[config.mk]
export PLATFORM = sky130hd
export DESIGN_NAME = radix_prefixed_number_parser_core
export DESIGN_NICKNAME = d
export VERILOG_FILES = /design/src/hw/rtl/rpnp_pkg.sv /design/src/hw/rtl/rpnp_step.sv /design/src/hw/rtl/radix_prefixed_number_parser_core.sv
export SDC_FILE = /design/constraint.sdc
export NUM_CORES = 1
export LEC_CHECK = 0
export BUFFER_PORTS_ARGS = -buffer_cell sky130_fd_sc_hd__buf_2
export CAP_MARGIN = 30
export CORE_UTILIZATION = 43
export DETAILED_ROUTE_END_ITERATION = 8
export PLACE_DENSITY_LB_ADDON = 0.2
export SLEW_MARGIN = 20
export SYNTH_ARGS = -nofsm -noshare
export SYNTH_HDL_FRONTEND = slang
export SYNTH_HIERARCHICAL = 1
export SYNTH_SLANG_ARGS = --single-unit
[constraint.sdc]
create_clock -name clk -period 7.3 [get_ports clk]
set_clock_uncertainty 0.05 [all_clocks]
set_input_delay 0.73 -clock clk [delete_from_list [all_inputs] [get_ports clk]]
set_output_delay 0.73 -clock clk [all_outputs]
set_load 0.02 [all_outputs]
[src/hw/rtl/rpnp_pkg.sv]
// ----------------------------------------------------------------------------
// rpnp_pkg: shared types and constants of the multi-radix number parser
// transaction payloads, parser state, status codes and the digit decoder
// ----------------------------------------------------------------------------
`default_nettype none

package rpnp_pkg;

    localparam int VALUE_WIDTH = 64;    // accumulator width, 8 to 64
    localparam int OUT_WIDTH   = 64;

    localparam logic [7:0] CH_MINUS = 8'h2d;
    localparam logic [7:0] CH_D     = 8'h64;
    localparam logic [7:0] CH_B     = 8'h62;
    localparam logic [7:0] CH_O     = 8'h6f;
    localparam logic [7:0] CH_X     = 8'h78;
    localparam logic [7:0] CH_0     = 8'h30;
    localparam logic [7:0] CH_9     = 8'h39;
    localparam logic [7:0] CH_A     = 8'h61;
    localparam logic [7:0] CH_F     = 8'h66;

    typedef enum logic [1:0] {
        PH_START  = 2'd0,
        PH_RADIX  = 2'd1,
        PH_DIGITS = 2'd2
    } phase_t;

    typedef enum logic [1:0] {
        RX_DEC = 2'd0,
        RX_BIN = 2'd1,
        RX_OCT = 2'd2,
        RX_HEX = 2'd3
    } radix_t;

    typedef enum logic [1:0] {
        ST_OK    = 2'd0,
        ST_RADIX = 2'd1,
        ST_DIGIT = 2'd2
    } status_t;

    typedef struct packed {
        logic [7:0] ch;
        logic       last;
    } char_t;

    typedef struct packed {
        logic signed [OUT_WIDTH-1:0] value;
        logic [1:0]                  status;
    } result_t;

    typedef struct packed {
        phase_t                 phase;
        logic                   negative;
        radix_t                 radix;
        logic [VALUE_WIDTH-1:0] acc;
        status_t                err;
    } parse_state_t;

    localparam parse_state_t STATE_INIT = '{
        phase:    PH_START,
        negative: 1'b0,
        radix:    RX_DEC,
        acc:      '0,
        err:      ST_OK
    };

    // {valid, digit value} of a character in the given radix
    function automatic logic [4:0] digit_of(input logic [7:0] c, input radix_t rx);
        logic [4:0] d;
        logic [7:0] off;
        d   = '0;
        off = '0;
        if (c >= CH_0 && c <= CH_9)
        begin
            off = c - CH_0;
            d   = {1'b1, off[3:0]};
        end
        else if (c >= CH_A && c <= CH_F)
        begin
            off = c - CH_A + 8'd10;
            d   = {1'b1, off[3:0]};
        end
        case (rx)
            RX_BIN:  if (d[3:0] >= 4'd2)  d[4] = 1'b0;
            RX_OCT:  if (d[3:0] >= 4'd8)  d[4] = 1'b0;
            RX_HEX:  d = d;
            default: if (d[3:0] >= 4'd10) d[4] = 1'b0;
        endcase
        return d;
    endfunction

endpackage

`default_nettype wire

[src/hw/rtl/rpnp_step.sv]
// ----------------------------------------------------------------------------
// rpnp_step: one character of parsing
// next parser state and the result of a string's final character
// ----------------------------------------------------------------------------
`default_nettype none

module rpnp_step
    import rpnp_pkg::*;
(
    input  wire parse_state_t cur,
    input  wire char_t        char_in,
    output parse_state_t      nxt,
    output result_t           res
);

    logic                   take_radix;
    logic [4:0]             dig;
    logic [VALUE_WIDTH-1:0] scaled;
    logic [VALUE_WIDTH-1:0] mag;
    status_t                st;

    assign take_radix = (cur.phase == PH_START && char_in.ch != CH_MINUS)
                     || (cur.phase == PH_RADIX);
    assign dig = digit_of(char_in.ch, cur.radix);

    // constant-radix multiply as shifts and adds
    always_comb
    begin
        case (cur.radix)
            RX_BIN:  scaled = cur.acc << 1;
            RX_OCT:  scaled = cur.acc << 3;
            RX_HEX:  scaled = cur.acc << 4;
            default: scaled = (cur.acc << 3) + (cur.acc << 1);
        endcase
    end

    always_comb
    begin
        nxt = cur;
        if (cur.phase == PH_START && char_in.ch == CH_MINUS)
        begin
            nxt.negative = 1'b1;
            nxt.phase    = PH_RADIX;
        end
        else if (take_radix)
        begin
            nxt.phase = PH_DIGITS;
            case (char_in.ch)
                CH_D:    nxt.radix = RX_DEC;
                CH_B:    nxt.radix = RX_BIN;
                CH_O:    nxt.radix = RX_OCT;
                CH_X:    nxt.radix = RX_HEX;
                default: if (cur.err == ST_OK) nxt.err = ST_RADIX;
            endcase
        end
        else if (dig[4])
        begin
            nxt.acc = scaled + VALUE_WIDTH'(dig[3:0]);
        end
        else if (cur.err == ST_OK)
        begin
            nxt.err = ST_DIGIT;
        end

        // string ended before any radix letter
        st = nxt.err;
        if (nxt.phase != PH_DIGITS && st == ST_OK)
            st = ST_RADIX;

        mag = nxt.negative ? (~nxt.acc + VALUE_WIDTH'(1)) : nxt.acc;
        res.status = st;
        if (st != ST_OK)
            res.value = '0;
        else
            res.value = OUT_WIDTH'($signed(mag));

        if (char_in.last)
            nxt = STATE_INIT;
    end

endmodule

`default_nettype wire

[src/hw/rtl/radix_prefixed_number_parser_core.sv]
// a final character is held in the input register, and its result is then written to the result register
// throughput: one character per cycle from the accumulate step, but a final character waits while a result is held
// the input register frees while a finished result waits at the output register
// reset: rst_n (async, active low) empties both registers and starts a new string
// ----------------------------------------------------------------------------
// radix_prefixed_number_parser_core: ascii multi-radix integer parser
// input register, one parse step, result register
// ----------------------------------------------------------------------------
`default_nettype none

module radix_prefixed_number_parser_core
    import rpnp_pkg::*;
(
    input  wire          clk,
    input  wire          rst_n,
    input  wire          char_valid,
    output logic         char_ready,
    input  wire char_t   char_data,
    output logic         result_valid,
    input  wire          result_ready,
    output result_t      result_data
);

    logic         in_valid_reg;
    char_t        in_data_reg;
    parse_state_t state_reg;
    parse_state_t state_next;
    result_t      result_next;
    result_t      result_data_reg;
    logic         result_valid_reg;
    logic         advance;

    // only a final character has to wait for a free result register
    assign advance    = in_valid_reg
                     && (!in_data_reg.last || !result_valid_reg || result_ready);
    assign char_ready = !in_valid_reg || advance;

    rpnp_step u_step (
        .cur     (state_reg),
        .char_in (in_data_reg),
        .nxt     (state_next),
        .res     (result_next)
    );

    always_ff @(posedge clk or negedge rst_n)
    begin
        if (!rst_n)
        begin
            in_valid_reg     <= 1'b0;
            result_valid_reg <= 1'b0;
            state_reg        <= STATE_INIT;
        end
        else
        begin
            if (char_ready)
                in_valid_reg <= char_valid;
            if (advance && in_data_reg.last)
                result_valid_reg <= 1'b1;
            else if (result_valid_reg && result_ready)
                result_valid_reg <= 1'b0;
            if (advance)
                state_reg <= state_next;
        end
    end

    always_ff @(posedge clk)
    begin
        if (char_ready && char_valid)
            in_data_reg <= char_data;
        if (advance && in_data_reg.last)
            result_data_reg <= result_next;
    end

    assign result_valid = result_valid_reg;
    assign result_data  = result_data_reg;

endmodule

`default_nettype wire

# ---- After elaboration in Yosys (flattened, before gate mapping)
# Index checks and enable logic that the tools add are counted.
dict set report totals {
  wordCells 87
  input_bits 13
  register_bits 148
  output_inout_bits 68
}
dict set report op_classes {
  n_mux 25
  reduce_logical 25
  n_lt_le_gt_ge 7
  n_bitwise 1
  eq_ne 12
  n_addsub 6
}
# cell n
set op_table {}
lappend op_table {{$mux W64} 3}
lappend op_table {{$pmux W64 S3} 1}
lappend op_table {{$mux W71} 1}
lappend op_table {{$mux W68} 1}
lappend op_table {{$add A64 B1 Y64 const B} 1}
lappend op_table {{$add A64 B4 Y64} 1}
lappend op_table {{$add A64 B64 Y64} 1}
lappend op_table {{$not A64 Y64} 1}
lappend op_table {{$eq A8 B7 Y1 const B} 4}
lappend op_table {{$mux W2} 9}
lappend op_table {{$mux W5} 2}
lappend op_table {{$logic_and A1 B1 Y1} 9}
lappend op_table {{$eq A8 B6 Y1 const B} 1}
lappend op_table {{$ge A4 B4 Y1 const B} 2}
lappend op_table {{$ge A8 B6 Y1 const B} 1}
lappend op_table {{$ge A8 B7 Y1 const B} 1}
lappend op_table {{$le A8 B6 Y1 const B} 1}
lappend op_table {{$le A8 B7 Y1 const B} 1}
lappend op_table {{$ne A8 B6 Y1 const B} 1}
lappend op_table {{$pmux W2 S4} 1}
lappend op_table {{$sub A4 B1 Y4 const B} 2}
lappend op_table {{$logic_not A2 Y1} 3}
lappend op_table {{$mux W1} 6}
lappend op_table {{$reduce_bool A2 Y1} 3}
lappend op_table {{11 further kinds} 19}

# ---- Logic depth before layout (Yosys ltp)
# Gate-level depths: netlist (run 1).
dict set report depth {
  depth_word 14
  mapped_depth 30
}

# ---- Cells and area by module
# Netlist (run 1), hierarchy kept.
# mod seq_area_each_um2 instances area_each_um2 cells_each
set modules_own_cells {}
lappend modules_own_cells {rpnp_step 0.0 1 11842.6 1888}
lappend modules_own_cells {radix_prefixed_number_parser_core 4078.9 1 6665.1 489}

# ---- Worst setup path before layout (run 1)
# OpenSTA, ideal clock, no wires.
dict set report synth_path {
  path_kind {register to register}
  startpoint {register in_data_reg[2] in the netlist's numbering}
  endpoint {register result_data_reg (netlist bit result_data[62]), data pin}
  setup_slack_ns 0.129
  stages_incl_launch_ff 28
  period_less_slack_ns 7.171
  t_arrival_ns 6.859
  t_required_ns 6.988
  setup_time_ns 0.262
  path_buffers 6
  path_cell_list {edfxtp_1 > inv_1 > ha_1 > nand2b_1 > o2111a_1 > a22o_1 > a2111oi_2 > o21a_1 > buf_2 > buf_1 > clkbuf_1 > buf_1 > clkbuf_1 > clkbuf_1 > mux2i_1 > ha_1 > and3_1 > nand3_1 > o21ai_0 > nand4b_1 > nor4_1 > nand3_1 > nor4_1 > nand2_1 > nor2_2 > nand3_1 > o21ai_1 > mux2_1}
}
dict set report synth_between {
  elab_chain_cells 14
  word_cells_on_any_way 46
  classes_between {add/sub (5); order compare (7); eq/ne (7); mux (17); bitwise (1); reduce/logical (9)}
}
# item line_no
set synth_lines {}
lappend synth_lines {{start, declared} radix_prefixed_number_parser_core.sv:25} ;# char_t in_data_reg;
lappend synth_lines {{start signal, assigned} radix_prefixed_number_parser_core.sv:69} ;# in_data_reg <= char_data;
lappend synth_lines {{branches (longest 14 deep; another with $add A64 B4 Y64)} -}
lappend synth_lines {{end signal, assigned} radix_prefixed_number_parser_core.sv:71} ;# result_data_reg <= result_next;
lappend synth_lines {{end, declared} radix_prefixed_number_parser_core.sv:29} ;# result_t result_data_reg;
# Several ways; the timed one is not identified. The select of a mux whose other input is x is not followed.
# A chain may end at the register's enable or synchronous reset.

# ---- Worst setup path in the final report (run 1)
dict set report layout_path {
  startpoint {register in_data_reg[1] in the netlist's numbering}
  endpoint {register result_data_reg (netlist bit result_data[62]), data pin}
}
# Same word-level chain as after synthesis.

==> results_dict.tcl, run 1 <==
set metrics [dict create \
    status "completed" \
    num_rows 75 \
    start_util_pct 43.8 \
    critPathCaptureType "flop" \
    totalWireLength_um 64900 \
    syn_area_um2 18500 \
    post-route-min-period_ps 6860 \
    cpMostUsedCell "nand3_1" \
    postCtsHoldBufs 0 \
    slowest_delay_ps 470 \
    worst_pin_slew_ps 1080 \
    cts_buffer_depth 2 \
    grt_use_total_pct 29.4 \
    setup_violations 0 \
    crit_path_max_fanout 13 \
    yosysSeqAreaShare_pct 22.0 \
    cts.htree.levels 4 \
    worst_slack_ps 445 \
    ys_types 106 \
    final_util_pct 46.6 \
    max_cap_viol_count 0 \
    gp_congestion 0.958 \
    drtAntennaViolNets 0 \
    slowest_stage "or4b_1" \
    numCtsBuffers 17 \
    first_pass_iters 6 \
    syn2layout_area_growth_pct 6.31 \
    nFillCells 4247 \
    fin_crit_sh_pct 93.9 \
    grt_pass1_wl_um 101000 \
    final-max-slew-violation-count 0 \
    die_h_um 209 \
    cts_root_buf "clkbuf_16" \
    arrival_ps 7020 \
    fp.coreArea_um2 42200 \
    port_buffers 80 \
    vias 18800 \
    critPathTopFamily "simple AND/OR/NAND/NOR gates" \
    clock_latency_ps 480 \
    drive_gt1_share_pct 13.5 \
    power_leakage_nw 7.32 \
    yosys_most_used_dff "edfxtp_1" \
    clkTransAtPathRegs_ps 60 \
    die_w_um 209 \
    critPathBufInv 4 \
    dpl.hpwl_um 47100 \
    rsz0062_at_grt "false" \
    final-hold-violation-count 0 \
    syn-num-nets 2461 \
    slew_headroom_pct 27.9 \
    avgRoutedWirePerCell_um 22.4 \
    yosys_warnings 6 \
    vdd_ir_drop_max_uv 127 \
    syn_avg_cell_area_um2 7.79 \
    final_area_um2 19700 \
    placed_cell_area_um2 19100 \
    cp.required_ps 7460 \
    drt-initial-drc-count 1769 \
    synth-edff-count 75 \
    startpoint_type "flop" \
    pin_count 81 \
    tns_ps 0 \
    async_flop_share_pct 49.3 \
    cts_sinks 148 \
    hp-class "primary input to async pin" \
    worstSetupPathType "flop to flop" \
    fin_hold_ws_ps 226 \
    largest_reg_flops 71 \
    synth-seq-cells 148 \
    dp_slack_ps 521 \
    cts_tree "done" \
    antenna_found_initial 2 \
    die-area_um2 43900 \
    vias_per_cell 6.49 \
    grt_max_degree 81 \
    drc 0 \
    finalNetCount 2426 \
    fmax_ghz 0.146 \
    grt-ovfl-total 0 \
    synthCells 2377 \
    power_density_nw_per_um2 125 \
    grt_pass1_vias 17800 \
]
cells by family (layout without fill, tap and decap cells):
logic type / after synthesis / count (layout) / share of synthesized area (%)
adder cells (fa/ha/maj): 71 / 71 / 4.88
AND/OR/NAND/NOR: 1086 / 1086 / 31.2
flip-flops: 148 / 148 / 22.0
XOR/XNOR: 120 / 120 / 5.68
AO/OA/AOI/OAI: 665 / 665 / 25.9
other: 0 / 1 / 0
buffers and inverters: 209 / 187 / 5.67
multiplexers: 78 / 78 / 4.64
Yosys cell counts (8+ instances only):
library cell	count	area, µm²
a21oi_1	200	1000
nand4_1	56	350
nor3b_1	9	67.6
a21o_1	20	150
buf_4	12	90.1
nor4_1	25	156
o211ai_2	72	901
ha_1	69	863
and4_1	9	78.8
or3_1	27	169
nand3_1	61	305
o31ai_1	20	150
a31o_2	9	78.8
mux2_2	11	124
clkbuf_1	70	263
xor2_1	62	543
edfxtp_1	75	2250
nor3_1	64	320
a31oi_1	36	225
and2_1	10	62.6
or2_2	9	56.3
o21a_1	16	120
dfrtp_1	73	1830
a211oi_1	15	113
nor2_1	251	942
o31a_1	10	87.6
nor4b_1	9	78.8
buf_2	74	370
a41oi_1	8	70.1
nand4b_1	77	674
or4_1	13	97.6
a221oi_1	8	70.1
mux2i_1	61	611
xnor2_1	58	508
o21ai_0	115	576
nand2b_1	97	607
inv_1	28	105
nor2b_1	33	206
o21ai_1	8	40.0
and3_1	28	175
o211ai_1	28	210
nand2_1	269	1010
buf_1	10	37.5
final timing paths:
check / from / end / slack, ps / cells after the start
max: in_data_reg[1] / result_data[62] / 440 / 26
min: rst_n / state_reg[8] / 230 / 1
max reg2reg: in_data_reg[1] / result_data[62] / 440 / 26
min reg2reg: state_reg[65] / state_reg[65] / 530 / 2
max in group asynchronous: rst_n / state_reg[67] / 5850 / 2
min in group clk: char_data[7] / in_data_reg[7] / 390 / 1
timing repair:
item	in CTS	in global routing
setup endpoints to repair	0	1
gates resized for setup	0	2
buffers inserted	0	0
metal layers:
metal / global-route usage, % / wire length (µm) / up-vias
met5: 0 / 13 / -
met4: 9.59 / 1550 / 2
met3: 5.15 / 4610 / 94
met2: 47.2 / 29600 / 704
met1: 40.0 / 29100 / 9150
li1: - / - / 8828
stage by stage:
stage               std cells  total power [mW]
floorplan                2377              1.36
global placement         2861              1.54
detailed placement       2862              1.55
CTS                      2894              2.47
global route             2894              2.56
finish                   2895              2.46
layout make-up:
class	instances	area (µm²)	area share [%]
Sequential cell	148	4090	20.8
Inverter	28	105	0.534
Tap cell	539	674	3.43
Clock buffer	25	527	2.68
Antenna cell	1	2.50	0.0127
Clock inverter	7	68.8	0.350
Timing Repair Buffer	127	768	3.90
Multi-Input combinational cell	2020	13400	68.3
report_power, final:
part           switching, mW  internal, mW  leakage [nW]  total (mW)
Clock                  0.383         0.533         0.290       0.916
Sequential            0.0379         0.911          1.73       0.949
Combinational          0.417         0.182          5.31       0.599
Total                  0.838          1.63          7.32        2.46
cells in the final DEF, fill, tap and decap left out, drive strengths merged, types with 14 or more instances in the layout:
cell type  count
nand4b        77
or3           27
nand2b        97
o31ai         22
nor2b         33
nor3          65
edfxtp        75
o21ai        124
nand4         58
o211ai       100
a31oi         37
o21a          17
ha            69
a21oi        202
clkbuf        25
inv           28
nand2        269
nor2         254
a211oi        20
and3          28
xnor2         58
dfrtp         73
xor2          62
a21o          20
buf          127
nand3         62
or4           14
nor4          32
mux2i         61
Note: power is estimated with default switching activity, not from simulation.
==> inputs of run 2 (changes only) <==
Settings changed: PLACE_DENSITY_LB_ADDON 0.2 to not set.
==> run 2 against run 1 <==
Net effect: final area is 0.13% lower; clock power is 2% lower; non-clock buffer count is 1 higher; die area stayed put; fmax is 1.1% higher; critical path type unchanged.
==> results_dict.tcl, run 2 (synthesis results as in run 1) <==
set metrics [dict create \
    gp_congestion 0.977 \
    dpl.hpwl_um 46500 \
    finalNetCount 2427 \
    hp-class "primary input to async pin" \
    grt_pass1_wl_um 99700 \
    cts_buffer_depth 2 \
    cts_root_buf "clkbuf_16" \
    fp.coreArea_um2 42200 \
    r2r_slack_ps 520 \
    startpoint_type "flop" \
    drt-initial-drc-count 1591 \
    cp.required_ps 7460 \
    fin_hold_ws_ps 223 \
    die_h_um 209 \
    port_buffers 80 \
    fmax_ghz 0.147 \
    critPathCaptureType "flop" \
    arrival_ps 6950 \
    worst_pin_slew_ps 1080 \
    numCtsBuffers 17 \
    status "completed" \
    die_w_um 209 \
    drtAntennaViolNets 0 \
    n_antenna_cell 0 \
    first_pass_iters 6 \
    rsz0062_at_grt "false" \
    worst_slack_ps 519 \
    avgRoutedWirePerCell_um 22.0 \
    grt_pass1_vias 17800 \
    grt-ovfl-total 0 \
    totalWireLength_um 63600 \
    grt_use_total_pct 28.7 \
    switching_share_pct 34.5 \
    grt_max_degree 86 \
    final-max-slew-violation-count 0 \
    antenna_found_initial 1 \
    fin_crit_sh_pct 92.9 \
    power_switching_uw 844 \
    pin_count 81 \
    clock_latency_ps 470 \
    die-area_um2 43900 \
    power_leakage_nw 7.29 \
    crit_path_max_fanout 9 \
    post-route-min-period_ps 6780 \
    mostFrequentLayoutCells "nand2_1, nor2_1, a21oi_1" \
    final_util_pct 46.5 \
    clock_power_share_pct 36.8 \
    syn2layout_area_growth_pct 6.18 \
    cts_sinks 148 \
    setup_violations 0 \
    power_mw 2.45 \
    final-hold-violation-count 0 \
    r2r-end "result_data[62]" \
    r2r_start "in_data_reg[1]" \
    cts_tree "done" \
    worstSetupPathType "flop to flop" \
    largest_reg_flops 71 \
    combPwrFrac_pct 24.4 \
    drc 0 \
    vias_per_cell 6.49 \
    cts.htree.levels 4 \
    slew_headroom_pct 27.9 \
    vdd_ir_drop_max_uv 150 \
    drive_gt1_share_pct 13.5 \
    vias 18800 \
    seqPwrFrac_pct 38.7 \
    clkTransAtPathRegs_ps 60 \
    num_rows 75 \
    p_int_mw 1.60 \
    max_cap_viol_count 0 \
    dp_slack_ps 666 \
    tns_ps 0 \
    mostFrequentLayoutCell "nand2_1" \
    power_density_nw_per_um2 124 \
    rr_worst_depth 26 \
    start_util_pct 43.8 \
]
## run 2: layout make-up
type | instances | area [µm²]
inverters | 28 | 105
repair buffers | 128 | 776
multi-input cells | 2020 | 13400
clock inverters | 12 | 130
fillers | 4212 | 22600
flip-flops and latches | 148 | 4090
well taps | 539 | 674
clock buffers | 20 | 447
## run 2: per-layer routing
layer | share of wire (%) | routed length (µm) | global-route usage (%)
met5 | 0 | 0 | 0
met4 | 2.1 | 1370 | 9.24
met3 | 7.1 | 4490 | 5.07
met2 | 46 | 29000 | 46.0
met1 | 45 | 28700 | 38.9
## run 2: power by group through the flow
stage                     Clock (mW)  Sequential, mW  Combinational (mW)
after CTS                      0.928           0.947               0.583
after global routing           0.949           0.952               0.639
final                          0.901           0.947               0.598
after global placement             0           0.962               0.576
after floorplan                    0           0.970               0.388
after detailed placement           0           0.963               0.581
## run 2: metrics by stage
| step | std cells | cell area [µm²] |
|---|---|---|
| 4_1_cts | 2894 | 19600 |
| 2_1_floorplan | 2377 | 18500 |
| 3_3_place_gp | 2862 | 19100 |
| 5_1_grt | 2895 | 19700 |
| 6_report | 2895 | 19700 |
| 3_5_place_dp | 2862 | 19100 |
## run 2: worst max-delay path by stage
stage / cells past startpoint / slack, ps / from / to
5_1_grt: 25 / 6 / in_data_reg[1] / result_data[62]
6_report: 26 / 520 / in_data_reg[1] / result_data[62]
3_3_place_gp: 26 / 800 / in_data_reg[1] / result_data[62]
4_1_cts: 26 / 630 / in_data_reg[1] / result_data[62]
2_1_floorplan: 27 / 130 / in_data_reg[2] / result_data[62]
3_5_place_dp: 26 / 670 / in_data_reg[1] / result_data[62]
## run 2: worst max-delay path, stage by stage (launching register included)
cell and delay, ps:
edfxtp_1 460, inv_1 180, ha_1 240, o21bai_1 100, a21oi_1 300, a22o_1 250
ha_1 180, inv_1 60, fa_1 410, nor2b_1 130, o21ai_0 130, nor2b_1 190
nand3_1 160, nor2_2 320, nand3_1 290, nor4_2 340, buf_4 240, nand4_1 220
buf_4 310, nor4_1 240, o31a_1 290, and4_1 260, nand4_1 250, nor2_2 320
nand3_1 110, o21ai_1 150, mux2_1 330
## run 2: timing repair
item / in CTS / in global routing
endpoints found under the setup margin: 0 / 1
setup buffers: 0 / 0
gates resized for setup: 0 / 1
hold buffers: 0 / 0
